<file path="config.mk">
export PLATFORM = sky130hd
export DESIGN_NAME = smf_track_event_parser_flat
export DESIGN_NICKNAME = d
export VERILOG_FILES = /design/src/rtl/smftep_pkg.sv /design/src/rtl/smftep_if.sv /design/src/rtl/smftep_parser.sv /design/src/rtl/smftep_rsp_queue.sv /design/src/rtl/smf_track_event_parser.sv /design/src/flat_wrapper.sv
export SDC_FILE = /design/constraint.sdc
export NUM_CORES = 2
export LEC_CHECK = 0
export ABC_AREA = 1
export BUFFER_PORTS_ARGS = -buffer_cell sky130_fd_sc_hd__buf_4
export CAP_MARGIN = 15
export CELL_PAD_IN_SITES_DETAIL_PLACEMENT = 0
export CELL_PAD_IN_SITES_GLOBAL_PLACEMENT = 1
export CORE_MARGIN = 5
export CORE_UTILIZATION = 51
export DETAILED_ROUTE_END_ITERATION = 10
export GPL_TIMING_DRIVEN = 0
export PLACE_DENSITY = 0.95
export SKIP_CTS_REPAIR_TIMING = 1
export SLEW_MARGIN = 20
export SYNTH_ARGS = -nofsm -noshare
export SYNTH_HDL_FRONTEND = slang
export SYNTH_SLANG_ARGS = --single-unit
</file>
<file path="constraint.sdc">
create_clock -name clock -period 9.8 [get_ports clock]
set_input_delay 0 -clock clock [delete_from_list [all_inputs] [get_ports clock]]
set_output_delay 0 -clock clock [all_outputs]
set_load 0.1 [all_outputs]
</file>
<file path="src/rtl/smftep_pkg.sv">
// ----------------------------------------------------------------------------
// smftep_pkg: shared types, codes and helpers of the MIDI file track parser
// Holds the parser phase type, the result item layout, the status and
// error codes and small functions that build result items.
// ----------------------------------------------------------------------------
package smftep_pkg;

   localparam int MAX_SYSEX_BYTES_DEF = 1024;
   localparam int TICK_WIDTH_DEF      = 32;
   localparam int RSP_QUEUE_DEPTH     = 8;

   localparam int VLQ_WIDTH  = 28;
   localparam int TEMPO_WIDTH = 24;
   localparam int OUT_TICK_WIDTH = 32;

   typedef enum logic [2:0] {
      PH_DELTA     = 3'd0,
      PH_STATUS    = 3'd1,
      PH_CHAN      = 3'd2,
      PH_META_TYPE = 3'd3,
      PH_META_LEN  = 3'd4,
      PH_META_DATA = 3'd5,
      PH_SYX_LEN   = 3'd6,
      PH_SYX_DATA  = 3'd7
   } phase_type;

   localparam logic [1:0] KIND_EVENT = 2'd0;
   localparam logic [1:0] KIND_TEMPO = 2'd1;
   localparam logic [1:0] KIND_ERROR = 2'd2;

   localparam logic [2:0] ERR_LONG_DELTA   = 3'd0;
   localparam logic [2:0] ERR_NO_RUNNING   = 3'd1;
   localparam logic [2:0] ERR_BAD_STATUS   = 3'd2;
   localparam logic [2:0] ERR_BAD_LENGTH   = 3'd3;
   localparam logic [2:0] ERR_SYSEX_LARGE  = 3'd4;
   localparam logic [2:0] ERR_TRUNCATED    = 3'd5;

   localparam logic [7:0] ST_SYSEX     = 8'hF0;
   localparam logic [7:0] ST_ESCAPE    = 8'hF7;
   localparam logic [7:0] ST_META      = 8'hFF;
   localparam logic [7:0] ST_SYSTEM    = 8'hF0;
   localparam logic [3:0] HI_PROGRAM   = 4'hC;
   localparam logic [3:0] HI_PRESSURE  = 4'hD;
   localparam logic [7:0] META_TEMPO   = 8'h51;

   typedef struct packed {
      logic [1:0]                kind;
      logic [7:0]                byte_value;
      logic [OUT_TICK_WIDTH-1:0] event_tick;
      logic                      first_of_event;
      logic [TEMPO_WIDTH-1:0]    quarter_usec;
      logic [2:0]                error_code;
      logic                      is_last;
   } rsp_item_type;

   typedef struct packed {
      logic [1:0]   count;
      rsp_item_type item0;
      rsp_item_type item1;
   } parse_out_type;

   // data bytes that follow a channel status byte
   function automatic logic [1:0] data_count(input logic [7:0] status);
      logic [3:0] hi;
      hi = status[7:4];
      if (hi == HI_PROGRAM || hi == HI_PRESSURE) begin
         return 2'd1;
      end
      return 2'd2;
   endfunction

   function automatic rsp_item_type event_item(input logic [7:0] value,
                                               input logic first,
                                               input logic [31:0] tick);
      rsp_item_type r;
      r = '0;
      r.kind = KIND_EVENT;
      r.byte_value = value;
      r.event_tick = tick;
      r.first_of_event = first;
      return r;
   endfunction

   function automatic rsp_item_type tempo_item(input logic [23:0] tempo,
                                               input logic [31:0] tick);
      rsp_item_type r;
      r = '0;
      r.kind = KIND_TEMPO;
      r.event_tick = tick;
      r.quarter_usec = tempo;
      return r;
   endfunction

   function automatic rsp_item_type error_item(input logic [2:0] code);
      rsp_item_type r;
      r = '0;
      r.kind = KIND_ERROR;
      r.error_code = code;
      return r;
   endfunction

endpackage

</file>
<file path="src/rtl/smftep_if.sv">
// ----------------------------------------------------------------------------
// smftep_if: channel interfaces of the MIDI file track parser
// Valid/ready channels for track bytes in and result items out.
// ----------------------------------------------------------------------------
interface smftep_req_if;
   logic       valid;
   logic       ready;
   logic [7:0] data_byte;
   logic       first_of_track;
   logic       last_of_track;

   modport source (output valid, output data_byte, output first_of_track,
                   output last_of_track, input ready);
   modport sink   (input valid, input data_byte, input first_of_track,
                   input last_of_track, output ready);
endinterface

interface smftep_rsp_if;
   logic        valid;
   logic        ready;
   logic [1:0]  kind;
   logic [7:0]  byte_value;
   logic [31:0] event_tick;
   logic        first_of_event;
   logic [23:0] quarter_usec;
   logic [2:0]  error_code;
   logic        is_last;

   modport source (output valid, output kind, output byte_value, output event_tick,
                   output first_of_event, output quarter_usec, output error_code,
                   output is_last, input ready);
   modport sink   (input valid, input kind, input byte_value, input event_tick,
                   input first_of_event, input quarter_usec, input error_code,
                   input is_last, output ready);
endinterface

</file>
<file path="src/rtl/smftep_parser.sv">
// ----------------------------------------------------------------------------
// smftep_parser: track byte decoder
// Holds the parser state and decodes one registered track byte per cycle
// into zero, one or two result items.
// ----------------------------------------------------------------------------
module smftep_parser #(
   parameter int MAX_SYSEX_BYTES = smftep_pkg::MAX_SYSEX_BYTES_DEF,
   parameter int TICK_WIDTH      = smftep_pkg::TICK_WIDTH_DEF
) (
   input  logic                      clock,
   input  logic                      reset,
   input  logic                      byte_valid,
   input  logic [7:0]                data_byte,
   input  logic                      first_of_track,
   input  logic                      last_of_track,
   output smftep_pkg::parse_out_type parse_out
);

   localparam int VW  = smftep_pkg::VLQ_WIDTH;
   localparam int SCW = $clog2(MAX_SYSEX_BYTES + 1);
   localparam int SW  = TICK_WIDTH + 1;

   smftep_pkg::phase_type    phase_ff, phase_in, phase_e;
   logic [VW-1:0]            vlq_value_ff, vlq_value_in, vlq_value_e;
   logic [2:0]               vlq_bytes_ff, vlq_bytes_in, vlq_bytes_e;
   logic [TICK_WIDTH-1:0]    track_tick_ff, track_tick_in, track_tick_e;
   logic [7:0]               running_status_ff, running_status_in, running_status_e;
   logic [7:0]               current_status_ff, current_status_in, current_status_e;
   logic [1:0]               data_left_ff, data_left_in, data_left_e;
   logic [7:0]               meta_type_ff, meta_type_in, meta_type_e;
   logic [VW-1:0]            length_left_ff, length_left_in, length_left_e;
   logic [SCW-1:0]           sysex_count_ff, sysex_count_in, sysex_count_e;
   logic [23:0]              tempo_acc_ff, tempo_acc_in, tempo_acc_e;
   logic                     tempo_valid_ff, tempo_valid_in, tempo_valid_e;
   logic                     error_hold_ff, error_hold_in, error_hold_e;

   logic [VW-1:0]            vlq_next;
   logic [2:0]               vlq_bytes_next;
   logic                     vlq_more;
   logic                     vlq_long;
   logic [SW-1:0]            tick_sum;
   logic [31:0]              tick_out;
   logic [VW-1:0]            len_dec;
   logic                     fin;
   logic                     syx_open;
   logic [1:0]               dc;
   logic [1:0]               n;
   smftep_pkg::rsp_item_type r0, r1;

   always_comb begin
      // a new track clears everything before its first byte
      if (first_of_track) begin
         phase_e = smftep_pkg::PH_DELTA;
         vlq_value_e = '0;
         vlq_bytes_e = '0;
         track_tick_e = '0;
         running_status_e = '0;
         current_status_e = '0;
         data_left_e = '0;
         meta_type_e = '0;
         length_left_e = '0;
         sysex_count_e = '0;
         tempo_acc_e = '0;
         tempo_valid_e = 1'b0;
         error_hold_e = 1'b0;
      end else begin
         phase_e = phase_ff;
         vlq_value_e = vlq_value_ff;
         vlq_bytes_e = vlq_bytes_ff;
         track_tick_e = track_tick_ff;
         running_status_e = running_status_ff;
         current_status_e = current_status_ff;
         data_left_e = data_left_ff;
         meta_type_e = meta_type_ff;
         length_left_e = length_left_ff;
         sysex_count_e = sysex_count_ff;
         tempo_acc_e = tempo_acc_ff;
         tempo_valid_e = tempo_valid_ff;
         error_hold_e = error_hold_ff;
      end
   end

   assign vlq_next       = {vlq_value_e[VW-8:0], data_byte[6:0]};
   assign vlq_bytes_next = vlq_bytes_e + 3'd1;
   assign vlq_more       = data_byte[7];
   assign vlq_long       = data_byte[7] && (vlq_bytes_next >= 3'd4);
   assign tick_sum       = {1'b0, track_tick_e} + SW'(vlq_next);
   assign tick_out       = 32'(track_tick_e);
   assign len_dec        = length_left_e - VW'(1);
   assign fin            = (len_dec == '0);
   assign syx_open       = (current_status_e == smftep_pkg::ST_SYSEX)
                           && (data_byte != smftep_pkg::ST_ESCAPE);
   assign dc             = smftep_pkg::data_count(running_status_e);

   always_comb begin
      phase_in = phase_e;
      vlq_value_in = vlq_value_e;
      vlq_bytes_in = vlq_bytes_e;
      track_tick_in = track_tick_e;
      running_status_in = running_status_e;
      current_status_in = current_status_e;
      data_left_in = data_left_e;
      meta_type_in = meta_type_e;
      length_left_in = length_left_e;
      sysex_count_in = sysex_count_e;
      tempo_acc_in = tempo_acc_e;
      tempo_valid_in = tempo_valid_e;
      error_hold_in = error_hold_e;
      n = 2'd0;
      r0 = '0;
      r1 = '0;

      if (!error_hold_e) begin
         case (phase_e)
            smftep_pkg::PH_DELTA: begin
               if (vlq_long) begin
                  n = 2'd1;
                  r0 = smftep_pkg::error_item(smftep_pkg::ERR_LONG_DELTA);
                  error_hold_in = 1'b1;
               end else if (vlq_more) begin
                  vlq_value_in = vlq_next;
                  vlq_bytes_in = vlq_bytes_next;
               end else begin
                  // saturate the tick at its top value
                  track_tick_in = tick_sum[TICK_WIDTH] ? '1 : tick_sum[TICK_WIDTH-1:0];
                  vlq_value_in = '0;
                  vlq_bytes_in = '0;
                  phase_in = smftep_pkg::PH_STATUS;
               end
            end
            smftep_pkg::PH_STATUS: begin
               if (!data_byte[7]) begin
                  if (running_status_e == '0) begin
                     n = 2'd1;
                     r0 = smftep_pkg::error_item(smftep_pkg::ERR_NO_RUNNING);
                     error_hold_in = 1'b1;
                  end else begin
                     current_status_in = running_status_e;
                     n = 2'd2;
                     r0 = smftep_pkg::event_item(running_status_e, 1'b1, tick_out);
                     r1 = smftep_pkg::event_item(data_byte, 1'b0, tick_out);
                     data_left_in = dc - 2'd1;
                     phase_in = (dc != 2'd1) ? smftep_pkg::PH_CHAN : smftep_pkg::PH_DELTA;
                  end
               end else if (data_byte < smftep_pkg::ST_SYSTEM) begin
                  running_status_in = data_byte;
                  current_status_in = data_byte;
                  data_left_in = smftep_pkg::data_count(data_byte);
                  phase_in = smftep_pkg::PH_CHAN;
                  n = 2'd1;
                  r0 = smftep_pkg::event_item(data_byte, 1'b1, tick_out);
               end else if (data_byte == smftep_pkg::ST_META) begin
                  phase_in = smftep_pkg::PH_META_TYPE;
               end else if (data_byte == smftep_pkg::ST_SYSEX
                            || data_byte == smftep_pkg::ST_ESCAPE) begin
                  current_status_in = data_byte;
                  phase_in = smftep_pkg::PH_SYX_LEN;
               end else begin
                  n = 2'd1;
                  r0 = smftep_pkg::error_item(smftep_pkg::ERR_BAD_STATUS);
                  error_hold_in = 1'b1;
               end
            end
            smftep_pkg::PH_CHAN: begin
               n = 2'd1;
               r0 = smftep_pkg::event_item(data_byte, 1'b0, tick_out);
               data_left_in = data_left_e - 2'd1;
               if (data_left_e == 2'd1) begin
                  phase_in = smftep_pkg::PH_DELTA;
               end
            end
            smftep_pkg::PH_META_TYPE: begin
               meta_type_in = data_byte;
               phase_in = smftep_pkg::PH_META_LEN;
            end
            smftep_pkg::PH_META_LEN: begin
               if (vlq_long) begin
                  n = 2'd1;
                  r0 = smftep_pkg::error_item(smftep_pkg::ERR_BAD_LENGTH);
                  error_hold_in = 1'b1;
               end else if (vlq_more) begin
                  vlq_value_in = vlq_next;
                  vlq_bytes_in = vlq_bytes_next;
               end else begin
                  length_left_in = vlq_next;
                  tempo_valid_in = (meta_type_e == smftep_pkg::META_TEMPO)
                                   && (vlq_next == VW'(3));
                  tempo_acc_in = '0;
                  vlq_value_in = '0;
                  vlq_bytes_in = '0;
                  phase_in = (vlq_next != '0) ? smftep_pkg::PH_META_DATA
                                              : smftep_pkg::PH_DELTA;
               end
            end
            smftep_pkg::PH_META_DATA: begin
               if (tempo_valid_e) begin
                  tempo_acc_in = {tempo_acc_e[15:0], data_byte};
               end
               length_left_in = len_dec;
               if (fin) begin
                  phase_in = smftep_pkg::PH_DELTA;
                  if (tempo_valid_e) begin
                     n = 2'd1;
                     r0 = smftep_pkg::tempo_item({tempo_acc_e[15:0], data_byte},
                                                 tick_out);
                  end
               end
            end
            smftep_pkg::PH_SYX_LEN: begin
               if (vlq_long) begin
                  n = 2'd1;
                  r0 = smftep_pkg::error_item(smftep_pkg::ERR_BAD_LENGTH);
                  error_hold_in = 1'b1;
               end else if (vlq_more) begin
                  vlq_value_in = vlq_next;
                  vlq_bytes_in = vlq_bytes_next;
               end else begin
                  vlq_value_in = '0;
                  vlq_bytes_in = '0;
                  length_left_in = vlq_next;
                  if (current_status_e == smftep_pkg::ST_SYSEX) begin
                     if (vlq_next > VW'(MAX_SYSEX_BYTES - 1)) begin
                        n = 2'd1;
                        r0 = smftep_pkg::error_item(smftep_pkg::ERR_SYSEX_LARGE);
                        error_hold_in = 1'b1;
                     end else begin
                        // emit the leading F0, close an empty body at once
                        sysex_count_in = SCW'(1);
                        r0 = smftep_pkg::event_item(smftep_pkg::ST_SYSEX, 1'b1,
                                                    tick_out);
                        if (vlq_next == '0) begin
                           n = 2'd2;
                           r1 = smftep_pkg::event_item(smftep_pkg::ST_ESCAPE, 1'b0,
                                                       tick_out);
                           phase_in = smftep_pkg::PH_DELTA;
                        end else begin
                           n = 2'd1;
                           phase_in = smftep_pkg::PH_SYX_DATA;
                        end
                     end
                  end else if (vlq_next > VW'(MAX_SYSEX_BYTES)) begin
                     n = 2'd1;
                     r0 = smftep_pkg::error_item(smftep_pkg::ERR_SYSEX_LARGE);
                     error_hold_in = 1'b1;
                  end else begin
                     sysex_count_in = '0;
                     phase_in = (vlq_next != '0) ? smftep_pkg::PH_SYX_DATA
                                                 : smftep_pkg::PH_DELTA;
                  end
               end
            end
            smftep_pkg::PH_SYX_DATA: begin
               length_left_in = len_dec;
               if (fin && syx_open && (sysex_count_e >= SCW'(MAX_SYSEX_BYTES - 1))) begin
                  n = 2'd1;
                  r0 = smftep_pkg::error_item(smftep_pkg::ERR_SYSEX_LARGE);
                  error_hold_in = 1'b1;
               end else begin
                  r0 = smftep_pkg::event_item(data_byte, sysex_count_e == '0, tick_out);
                  sysex_count_in = sysex_count_e + SCW'(1);
                  n = 2'd1;
                  if (fin) begin
                     phase_in = smftep_pkg::PH_DELTA;
                     if (syx_open) begin
                        n = 2'd2;
                        r1 = smftep_pkg::event_item(smftep_pkg::ST_ESCAPE, 1'b0,
                                                    tick_out);
                     end
                  end
               end
            end
            default: begin
               phase_in = smftep_pkg::PH_DELTA;
            end
         endcase

         // track ends inside an event or a delta time
         if (last_of_track && !error_hold_in
             && (phase_in != smftep_pkg::PH_DELTA || vlq_bytes_in != '0)) begin
            n = 2'd1;
            r0 = smftep_pkg::error_item(smftep_pkg::ERR_TRUNCATED);
            r1 = '0;
            error_hold_in = 1'b1;
         end
      end

      if (n == 2'd1) begin
         r0.is_last = 1'b1;
      end
      if (n == 2'd2) begin
         r1.is_last = 1'b1;
      end
   end

   assign parse_out.count = byte_valid ? n : 2'd0;
   assign parse_out.item0 = r0;
   assign parse_out.item1 = r1;

   always_ff @(posedge clock) begin
      if (reset) begin
         phase_ff <= smftep_pkg::PH_DELTA;
         vlq_value_ff <= '0;
         vlq_bytes_ff <= '0;
         track_tick_ff <= '0;
         running_status_ff <= '0;
         current_status_ff <= '0;
         data_left_ff <= '0;
         meta_type_ff <= '0;
         length_left_ff <= '0;
         sysex_count_ff <= '0;
         tempo_acc_ff <= '0;
         tempo_valid_ff <= 1'b0;
         error_hold_ff <= 1'b0;
      end else if (byte_valid) begin
         phase_ff <= phase_in;
         vlq_value_ff <= vlq_value_in;
         vlq_bytes_ff <= vlq_bytes_in;
         track_tick_ff <= track_tick_in;
         running_status_ff <= running_status_in;
         current_status_ff <= current_status_in;
         data_left_ff <= data_left_in;
         meta_type_ff <= meta_type_in;
         length_left_ff <= length_left_in;
         sysex_count_ff <= sysex_count_in;
         tempo_acc_ff <= tempo_acc_in;
         tempo_valid_ff <= tempo_valid_in;
         error_hold_ff <= error_hold_in;
      end
   end

endmodule

</file>
<file path="src/rtl/smftep_rsp_queue.sv">
// ----------------------------------------------------------------------------
// smftep_rsp_queue: result item queue
// Takes up to two result items per cycle and hands out one per cycle while popped.
// ----------------------------------------------------------------------------
module smftep_rsp_queue (
   input  logic                      clock,
   input  logic                      reset,
   input  smftep_pkg::parse_out_type push,
   input  logic                      pop,
   output logic                      head_valid,
   output smftep_pkg::rsp_item_type  head_item,
   output logic [$clog2(smftep_pkg::RSP_QUEUE_DEPTH+1)-1:0] fill
);

   localparam int Depth = smftep_pkg::RSP_QUEUE_DEPTH;
   localparam int PW    = $clog2(Depth);
   localparam int CW    = $clog2(Depth + 1);

   smftep_pkg::rsp_item_type slot_ff [Depth];
   logic [PW-1:0] wr_ptr_ff, wr_ptr_in;
   logic [PW-1:0] rd_ptr_ff, rd_ptr_in;
   logic [CW-1:0] count_ff, count_in;
   logic          pop_ok;

   assign head_valid = (count_ff != '0);
   assign head_item  = slot_ff[rd_ptr_ff];
   assign fill       = count_ff;
   assign pop_ok     = pop && head_valid;

   assign wr_ptr_in = wr_ptr_ff + PW'(push.count);
   assign rd_ptr_in = rd_ptr_ff + PW'(pop_ok);
   assign count_in  = count_ff + CW'(push.count) - CW'(pop_ok);

   always_ff @(posedge clock) begin
      if (push.count != 2'd0) begin
         slot_ff[wr_ptr_ff] <= push.item0;
      end
      if (push.count == 2'd2) begin
         slot_ff[wr_ptr_ff + PW'(1)] <= push.item1;
      end
   end

   always_ff @(posedge clock) begin
      if (reset) begin
         wr_ptr_ff <= '0;
         rd_ptr_ff <= '0;
         count_ff <= '0;
      end else begin
         wr_ptr_ff <= wr_ptr_in;
         rd_ptr_ff <= rd_ptr_in;
         count_ff <= count_in;
      end
   end

endmodule

</file>
<file path="src/rtl/smf_track_event_parser.sv">
// ----------------------------------------------------------------------------
// smf_track_event_parser: MIDI file track event parser
// Decodes track chunk body bytes into timed channel message bytes, SysEx
// bytes, tempo changes and error reports.
// ----------------------------------------------------------------------------
// A byte is accepted into an input register, decoded the next cycle and its
// zero, one or two result items are written into an 8-entry result queue.
// One byte is taken per cycle while the input is not stalled; the result port
// delivers one item per cycle while its ready is high, so bytes that cause two
// results (running-status pairs, SysEx open and close) take two transfers of
// output bandwidth, and the input stalls only when the queue cannot hold two
// more items beyond the byte in decode.
module smf_track_event_parser #(
   parameter int MAX_SYSEX_BYTES = smftep_pkg::MAX_SYSEX_BYTES_DEF,
   parameter int TICK_WIDTH      = smftep_pkg::TICK_WIDTH_DEF
) (
   input  logic        clock,
   input  logic        reset,
   smftep_req_if.sink  req_chan,
   smftep_rsp_if.source rsp_chan
);

   localparam int Depth = smftep_pkg::RSP_QUEUE_DEPTH;
   localparam int CW    = $clog2(Depth + 1);

   logic       in_valid_ff;
   logic [7:0] in_byte_ff;
   logic       in_first_ff;
   logic       in_last_ff;
   logic       req_take;
   logic [CW-1:0] q_fill;
   logic [CW:0]   q_need;

   smftep_pkg::parse_out_type parse_out;
   smftep_pkg::rsp_item_type  head_item;
   logic                      head_valid;

   // hold back a byte unless its results and those in decode both fit
   assign q_need = {1'b0, q_fill} + (in_valid_ff ? (CW+1)'(2) : '0);
   assign req_chan.ready = (q_need <= (CW+1)'(Depth - 2));
   assign req_take = req_chan.valid && req_chan.ready;

   always_ff @(posedge clock) begin
      if (reset) begin
         in_valid_ff <= 1'b0;
      end else begin
         in_valid_ff <= req_take;
      end
   end

   always_ff @(posedge clock) begin
      if (req_take) begin
         in_byte_ff <= req_chan.data_byte;
         in_first_ff <= req_chan.first_of_track;
         in_last_ff <= req_chan.last_of_track;
      end
   end

   smftep_parser #(
      .MAX_SYSEX_BYTES(MAX_SYSEX_BYTES),
      .TICK_WIDTH(TICK_WIDTH)
   ) u_parser (
      .clock(clock),
      .reset(reset),
      .byte_valid(in_valid_ff),
      .data_byte(in_byte_ff),
      .first_of_track(in_first_ff),
      .last_of_track(in_last_ff),
      .parse_out(parse_out)
   );

   smftep_rsp_queue u_queue (
      .clock(clock),
      .reset(reset),
      .push(parse_out),
      .pop(rsp_chan.ready),
      .head_valid(head_valid),
      .head_item(head_item),
      .fill(q_fill)
   );

   assign rsp_chan.valid          = head_valid;
   assign rsp_chan.kind           = head_item.kind;
   assign rsp_chan.byte_value     = head_item.byte_value;
   assign rsp_chan.event_tick     = head_item.event_tick;
   assign rsp_chan.first_of_event = head_item.first_of_event;
   assign rsp_chan.quarter_usec   = head_item.quarter_usec;
   assign rsp_chan.error_code     = head_item.error_code;
   assign rsp_chan.is_last        = head_item.is_last;

   a_queue_bound: assert property (@(posedge clock) disable iff (reset)
      q_fill <= CW'(Depth))
      else $error("result queue overfilled");

   a_room_in_decode: assert property (@(posedge clock) disable iff (reset)
      in_valid_ff |-> q_fill <= CW'(Depth - 2))
      else $error("no room for results of byte in decode");

   a_error_alone: assert property (@(posedge clock) disable iff (reset)
      (rsp_chan.valid && rsp_chan.kind == smftep_pkg::KIND_ERROR)
         |-> (rsp_chan.is_last && rsp_chan.event_tick == '0))
      else $error("error item not final or carries a tick");

   a_two_results_end: assert property (@(posedge clock) disable iff (reset)
      (parse_out.count == 2'd2) |-> (!parse_out.item0.is_last && parse_out.item1.is_last))
      else $error("is_last misplaced on a two-item byte");

endmodule

</file>
<file path="src/flat_wrapper.sv">
// flat-port wrapper written by rule: the top's interface ports become plain ports
module smf_track_event_parser_flat 
#(
   parameter int MAX_SYSEX_BYTES = smftep_pkg::MAX_SYSEX_BYTES_DEF,
   parameter int TICK_WIDTH      = smftep_pkg::TICK_WIDTH_DEF
)
  (clock, reset, req_chan_valid, req_chan_data_byte, req_chan_first_of_track, req_chan_last_of_track, req_chan_ready, rsp_chan_valid, rsp_chan_kind, rsp_chan_byte_value, rsp_chan_event_tick, rsp_chan_first_of_event, rsp_chan_quarter_usec, rsp_chan_error_code, rsp_chan_is_last, rsp_chan_ready);
  smftep_req_if req_chan_i ();
  smftep_rsp_if rsp_chan_i ();
  input  logic clock;
  input  logic reset;
  input wire logic [$bits(req_chan_i.valid)-1:0] req_chan_valid;
  input wire logic [$bits(req_chan_i.data_byte)-1:0] req_chan_data_byte;
  input wire logic [$bits(req_chan_i.first_of_track)-1:0] req_chan_first_of_track;
  input wire logic [$bits(req_chan_i.last_of_track)-1:0] req_chan_last_of_track;
  output wire logic [$bits(req_chan_i.ready)-1:0] req_chan_ready;
  output wire logic [$bits(rsp_chan_i.valid)-1:0] rsp_chan_valid;
  output wire logic [$bits(rsp_chan_i.kind)-1:0] rsp_chan_kind;
  output wire logic [$bits(rsp_chan_i.byte_value)-1:0] rsp_chan_byte_value;
  output wire logic [$bits(rsp_chan_i.event_tick)-1:0] rsp_chan_event_tick;
  output wire logic [$bits(rsp_chan_i.first_of_event)-1:0] rsp_chan_first_of_event;
  output wire logic [$bits(rsp_chan_i.quarter_usec)-1:0] rsp_chan_quarter_usec;
  output wire logic [$bits(rsp_chan_i.error_code)-1:0] rsp_chan_error_code;
  output wire logic [$bits(rsp_chan_i.is_last)-1:0] rsp_chan_is_last;
  input wire logic [$bits(rsp_chan_i.ready)-1:0] rsp_chan_ready;
  assign req_chan_i.valid = req_chan_valid;
  assign req_chan_i.data_byte = req_chan_data_byte;
  assign req_chan_i.first_of_track = req_chan_first_of_track;
  assign req_chan_i.last_of_track = req_chan_last_of_track;
  assign req_chan_ready = req_chan_i.ready;
  assign rsp_chan_valid = rsp_chan_i.valid;
  assign rsp_chan_kind = rsp_chan_i.kind;
  assign rsp_chan_byte_value = rsp_chan_i.byte_value;
  assign rsp_chan_event_tick = rsp_chan_i.event_tick;
  assign rsp_chan_first_of_event = rsp_chan_i.first_of_event;
  assign rsp_chan_quarter_usec = rsp_chan_i.quarter_usec;
  assign rsp_chan_error_code = rsp_chan_i.error_code;
  assign rsp_chan_is_last = rsp_chan_i.is_last;
  assign rsp_chan_i.ready = rsp_chan_ready;
  smf_track_event_parser #(.MAX_SYSEX_BYTES(MAX_SYSEX_BYTES), .TICK_WIDTH(TICK_WIDTH)) u_core (.clock(clock), .reset(reset), .req_chan(req_chan_i), .rsp_chan(rsp_chan_i));
endmodule
</file>
# --- Yosys cells after proc, flatten, opt, wreduce, memory -nomap -nowiden ---
# Memory sizes are Yosys's and may differ from the RTL's. A register that Yosys moved wholly into a read port is not among the register bits.
# Cells that the tools add are included.
op_classes:
  n_addsub: 12
  multipliers: 0
  n_div: 0
  magnitude_cmp: 6
  n_eq_ne: 23
  n_shift: 0
  n_mux: 176
  bitwise: 0
  reduce_logical: 28
op_table:
  columns: ["op", "count"]
  rows:
  - ["71-bit 2-to-1 mux", 17]
  - ["69-bit 2-to-1 mux", 8]
  - ["71-bit one-hot mux with 7 select lines", 1]
  - ["28-bit 2-to-1 mux", 9]
  - ["69-bit one-hot mux with 3 select lines", 1]
  - ["32-bit 2-to-1 mux", 6]
  - ["70-bit 2-to-1 mux", 2]
  - ["68-bit 2-to-1 mux", 2]
  - ["8-bit 2-to-1 mux", 16]
  - ["24-bit 2-to-1 mux", 5]
  - ["3-bit 2-to-1 mux", 30]
  - ["11-bit 2-to-1 mux", 8]
  - ["28-bit zero test", 2]
  - ["28-bit one-hot mux with 2 select lines", 1]
  - ["2-bit 2-to-1 mux", 24]
  - ["24-bit one-hot mux with 2 select lines", 1]
  - ["1-bit 2-to-1 mux", 40]
  - ["32-bit by 28-bit adder with 33-bit output", 1]
  - ["8-bit == test (second input constant)", 4]
  - ["28-bit by 2-bit == test with 1-bit output (second input constant)", 1]
  - ["28-bit by 10-bit greater-than comparator with 1-bit output (second input constant)", 1]
  - ["28-bit by 11-bit greater-than comparator with 1-bit output (second input constant)", 1]
  - ["28-bit nonzero test", 1]
  - ["28-bit by 1-bit subtractor with 28-bit output (second input constant)", 1]
  - ["other kinds (37)", 62]
word_totals:
  ff_bits: 178
  latch_bits: 0
  mem_bits_rw: 568
  mem_bits_ro: 0
  output_inout_bits: 73
  word_cells: 266
  mem_count: 1
mem_list:
  columns: ["name", "depth", "word_bits", "read_ports", "rd_clocked_by_memory_dff", "wr", "line_no", "text"]
  rows:
  - ["u_core.u_queue.slot_ff", 8, 71, 1, 1, 2, "smftep_rsp_queue.sv:19", "smftep_pkg::rsp_item_type slot_ff [Depth];"]

# --- Longest topological paths before layout ---
depth:
  word_depth: 20
  ltp_mapped: 32

# --- Cells and area by module ---
# A second synthesis with hierarchy kept.
unflattened:
  hier_cells: 6810
  area_unflattened_um2: 48057.3
modules_own_cells:
  columns: ["mod", "instances", "cells_each", "area_each_um2", "seq_area_each_um2"]
  rows:
  - ["smftep_rsp_queue", 1, 4641, 34874.7, 17256.6]
  - ["smftep_parser", 1, 2144, 12774.8, 2842.7]
  - ["smf_track_event_parser", 1, 25, 407.9, 320.3]

# --- Worst setup path before layout ---
# No wires, ideal clock.
synth_path:
  path_type: "reg-to-reg"
  from: "register u_core.in_first_ff"
  to: "memory u_core.u_queue.slot_ff[2][0] (netlist bit) (enable)"
  setup_time_ns: 0.399
  t_arrival_ns: 4.456
  required_ns: 9.401
  slack_ns: 4.945
  path_stages_with_launch: 24
  path_buffers: 6
  synth_period_minus_slack_ns: 4.855
  path_cell_list: "edfxtp_1 clkbuf_1 buf_1 clkbuf_1 nor2_1 ha_1 nand2_1 nor2_1 nand3_1 o21ai_0 a41oi_1 inv_1 nand4_1 nand3_1 nor2_1 nand2_1 nand2_2 nand4_4 nand2_2 buf_6 nand2_1 buf_2 buf_6 nand2_1"
synth_lines:
  columns: ["item", "line_no", "text"]
  rows:
  - ["from (decl)", "smf_track_event_parser.sv:28", "logic in_first_ff;"]
  - ["from (signal assigned)", "smf_track_event_parser.sv:54", "in_first_ff <= req_chan.first_of_track;"]
  - ["to (decl)", "smftep_rsp_queue.sv:19", null]

==> flow_summary_export.csv <==
group,metric,value,unit
outcome,status,"finished, final reports clean",
critical_path,crit_type,"register to register",
sta,hold_slack,6.94,ps
sta,relSlewSlack,17.2,%
route,antenna_left,0,
critical_path,cp.required,10190,ps
hold_path,min_path_type,"input port to register",
synthesis,synthFlopType,"dfxtp_1",
floorplan,num_rows,104,
critical_path,cpPeakStageDelay,740,ps
clock_network,cts_htree_levels,3,
critical_path,rrSetupSlack,1590,ps
synthesis,netlist_area,41000,sq um
sta,layout_setup_ws,1590,ps
run,drv_cap,0,
clock_network,cts_tree,"yes",
grt,grt_overflow,0,
synthesis,synthTopCellsByCount,"1053 x nand2_1, 968 x nor2_1, 602 x o21ai_0",
sta,drv_slew,0,
clock_network,cts.sinks,731,
hold_path,min_to,"u_core.u_parser.phase_ff[2]$_SDFFE_PP0P_",
sta,min_period,8210,ps
synthesis,synth_top_cell_by_area,"edfxtp_1",
place,preCtsSetupSlack,2040,ps
finish,layout.nets,5859,
route,wl_per_cell,24.1,um
finish,final_util,57.5,%
place,post_dp_cell_area,43200,sq um
sta,rsz0062_at_grt,"false",
grt,grt_max_degree,42,
sta,period_share,83.8,%
sta,skew,35.0,ps
power,power_density,270,nW/um^2
grt,grtUsageTotal,37.2,%
place,dp_cells,6758,
critical_path,cp_max_fo,21,
synthesis,syn-mean-instance-area,7.32,sq um
synthesis,synth.most_common_cell,"nand2_1",
floorplan,start_util,51.2,%
critical_path,reg2reg_depth,21,
grt,grt_pass1_vias,39400,
sta,max_clock_freq,122,MHz
synthesis,syn_nets,5670,
finish,multi_input_area,19900,sq um
finish,fillers,7699,
place,io_buffers,85,
critical_path,startpoint_type,"register",
sta,fin_tns_setup,0,ps
route,drc,0,
finish,area_delta_synth_final,12.4,%
synthesis,syn_inst,5606,
sta,hold_violations,0,
route,routed-via-count,42600,
grt,grt_pass1_wl,247,mm
clock_network,cts_root_buf,"clkbuf_16",
floorplan,dieHeight,294,um
synthesis,yosys_warnings,0,
critical_path,worst-path-buf-inv,6,
critical_path,cp_top_family,"buffers and inverters",
route,totalWireLength,167,mm
critical_path,rr_startpoint,"u_core.in_first_ff$_DFFE_PP_",
floorplan,io_pins,87,
finish,drive_gt1_share,7.74,%
power,total_power,12.4,mW
clock_network,clock_latency,660,ps
clock_network,cts_buffers,84,
finish,finalNonFillerCells,6924,
sta,worst_pin_slew,1240,ps
finish,seq_area,18000,sq um
clock_network,clk_pin_slew,60,ps
grt,grt_antenna_before_repair,2,
synthesis,ys_top_cells_by_area,"edfxtp_1 25%, dfxtp_1 19%, nand2_1 9.6%, nor2_1 8.9%, o21ai_0 7.3%",
finish,finalInstanceArea,46100,sq um
power,ir_drop,0.385,mV
hold_path,min_path_cells,4,
place,gp_congestion,1.04,
floorplan,die_area,86200,sq um
critical_path,cp_slowest_cell,"buf_1",
route,firstDrtPassIters,9,
route,first_iter_violations,5634,
power,cellLeakagePower,18.8,nW
critical_path,end_kind,"register",
synthesis,yosysSeqAreaShare,43.9,%
critical_path,path_cells,"clkbuf_1 > buf_1 > clkbuf_1 > nor2_1 > ha_1 > nand2_1 > nor2_1 > nand3_1 > o21ai_0 > a41oi_1 > inv_1 > nand4_1 > nand3_1 > nor2_1 > nand2_2 > nand4_4 > nand2_2 > nand2_1 > clkbuf_1 > nand2_2 > buf_16",
floorplan,die_w,294,um
route,viasPerCell,6.16,
place,hpwl,124,mm
synthesis,synth_edf_count,338,
floorplan,core-area,80200,sq um
synthesis,synth_top_area_share,24.7,%
critical_path,r2r-end,"u_core.u_queue.slot_ff[6][40]$_DFFE_PP_",
hold_path,min_from,"reset",
clock_network,clk_path_buf_depth,3,
critical_path,cp_data_arrival_time,8600,ps
synthesis,synth.distinct_cells,58,
synthesis,ys_async_sr_fraction,0,%
synthesis,yosys_register_bits,731,
sta,finalSetupViolations,0,
-- state kept, by name (all words and copies together), names as in the netlist, 11 cells and up --
name and count:
u_core.u_parser.length_left_ff 28, u_core.u_parser.sysex_count_ff 11, u_core.u_parser.tempo_acc_ff 16, u_core.u_parser.track_tick_ff 32, u_core.u_parser.vlq_value_ff 21, u_core.u_queue.slot_ff 568
-- worst min-delay path, stage by stage --
cell and delay, ps:
clkbuf_1 330, a21oi_1 120, o211ai_1 110, inv_1 40
-- metal layers --
metal	up-vias	wire length (um)	global-route usage, %
li1	19500	-	-
met1	19800	64700	50.1
met2	2789	72200	57.1
met3	498	21500	9.71
met4	4	8400	15.7
met5	-	21	0
-- worst max path at each step --
stage                                 startpoint                                 endpoint  depth (start not counted)
detailed placement  u_core.in_first_ff$_DFFE_PP_  u_core.u_queue.slot_ff[6][49]$_DFFE_PP_                         21
global placement    u_core.in_first_ff$_DFFE_PP_  u_core.u_queue.slot_ff[1][46]$_DFFE_PP_                         22
finish              u_core.in_first_ff$_DFFE_PP_  u_core.u_queue.slot_ff[6][40]$_DFFE_PP_                         21
CTS                 u_core.in_first_ff$_DFFE_PP_  u_core.u_queue.slot_ff[6][40]$_DFFE_PP_                         21
floorplan           u_core.in_first_ff$_DFFE_PP_   u_core.u_queue.slot_ff[2][0]$_DFFE_PP_                         23
global route        u_core.in_first_ff$_DFFE_PP_  u_core.u_queue.slot_ff[6][31]$_DFFE_PP_                         23
-- placed cells by master (no fill, tap or decap), types with 80 or more instances in the layout --
cell type / netlist / final
o22ai_1: 140 / 140
a31oi_1: 80 / 80
buf_4: 30 / 117
clkbuf_1: 281 / 295
inv_1: 334 / 334
a21oi_1: 431 / 431
o21ai_1: 126 / 126
nand2_1: 1053 / 1045
nor2_1: 968 / 968
clkbuf_16: 0 / 85
dfxtp_1: 393 / 393
nand3_1: 290 / 290
edfxtp_1: 338 / 338
o21ai_0: 602 / 602
-- power by group --
group          internal [mW]  total (mW)  switching [mW]
clock network           1.90        3.31            1.41
registers               3.44        3.62           0.174
logic                   1.16        5.52            4.36
total                   6.50        12.4            5.94
-- area by class of cell --
class / count / share of cell area, %
Multi-Input combinational cell: 4097 / 43.1
Clock buffer: 107 / 4.94
Buffer: 402 / 3.89
Sequential cell: 731 / 39.1
Antenna cell: 1 / 0.00543
Tap cell: 1060 / 2.88
Clock inverter: 47 / 1.17
Inverter: 376 / 3.06
Timing Repair Buffer: 103 / 1.92
-- cells by family (layout without fill, tap and decap cells) --
group	count (synthesis)	in the layout	synth area share [%]
compound gates	1559	1559	21.2
xor+xnor	35	35	0.747
fa+ha+maj	50	50	1.58
buf+inv	778	1035	7.82
flops	731	731	43.9
other cells	0	1	0
simple gates	2453	2453	24.7
Power figures use the tool's default switching activity.
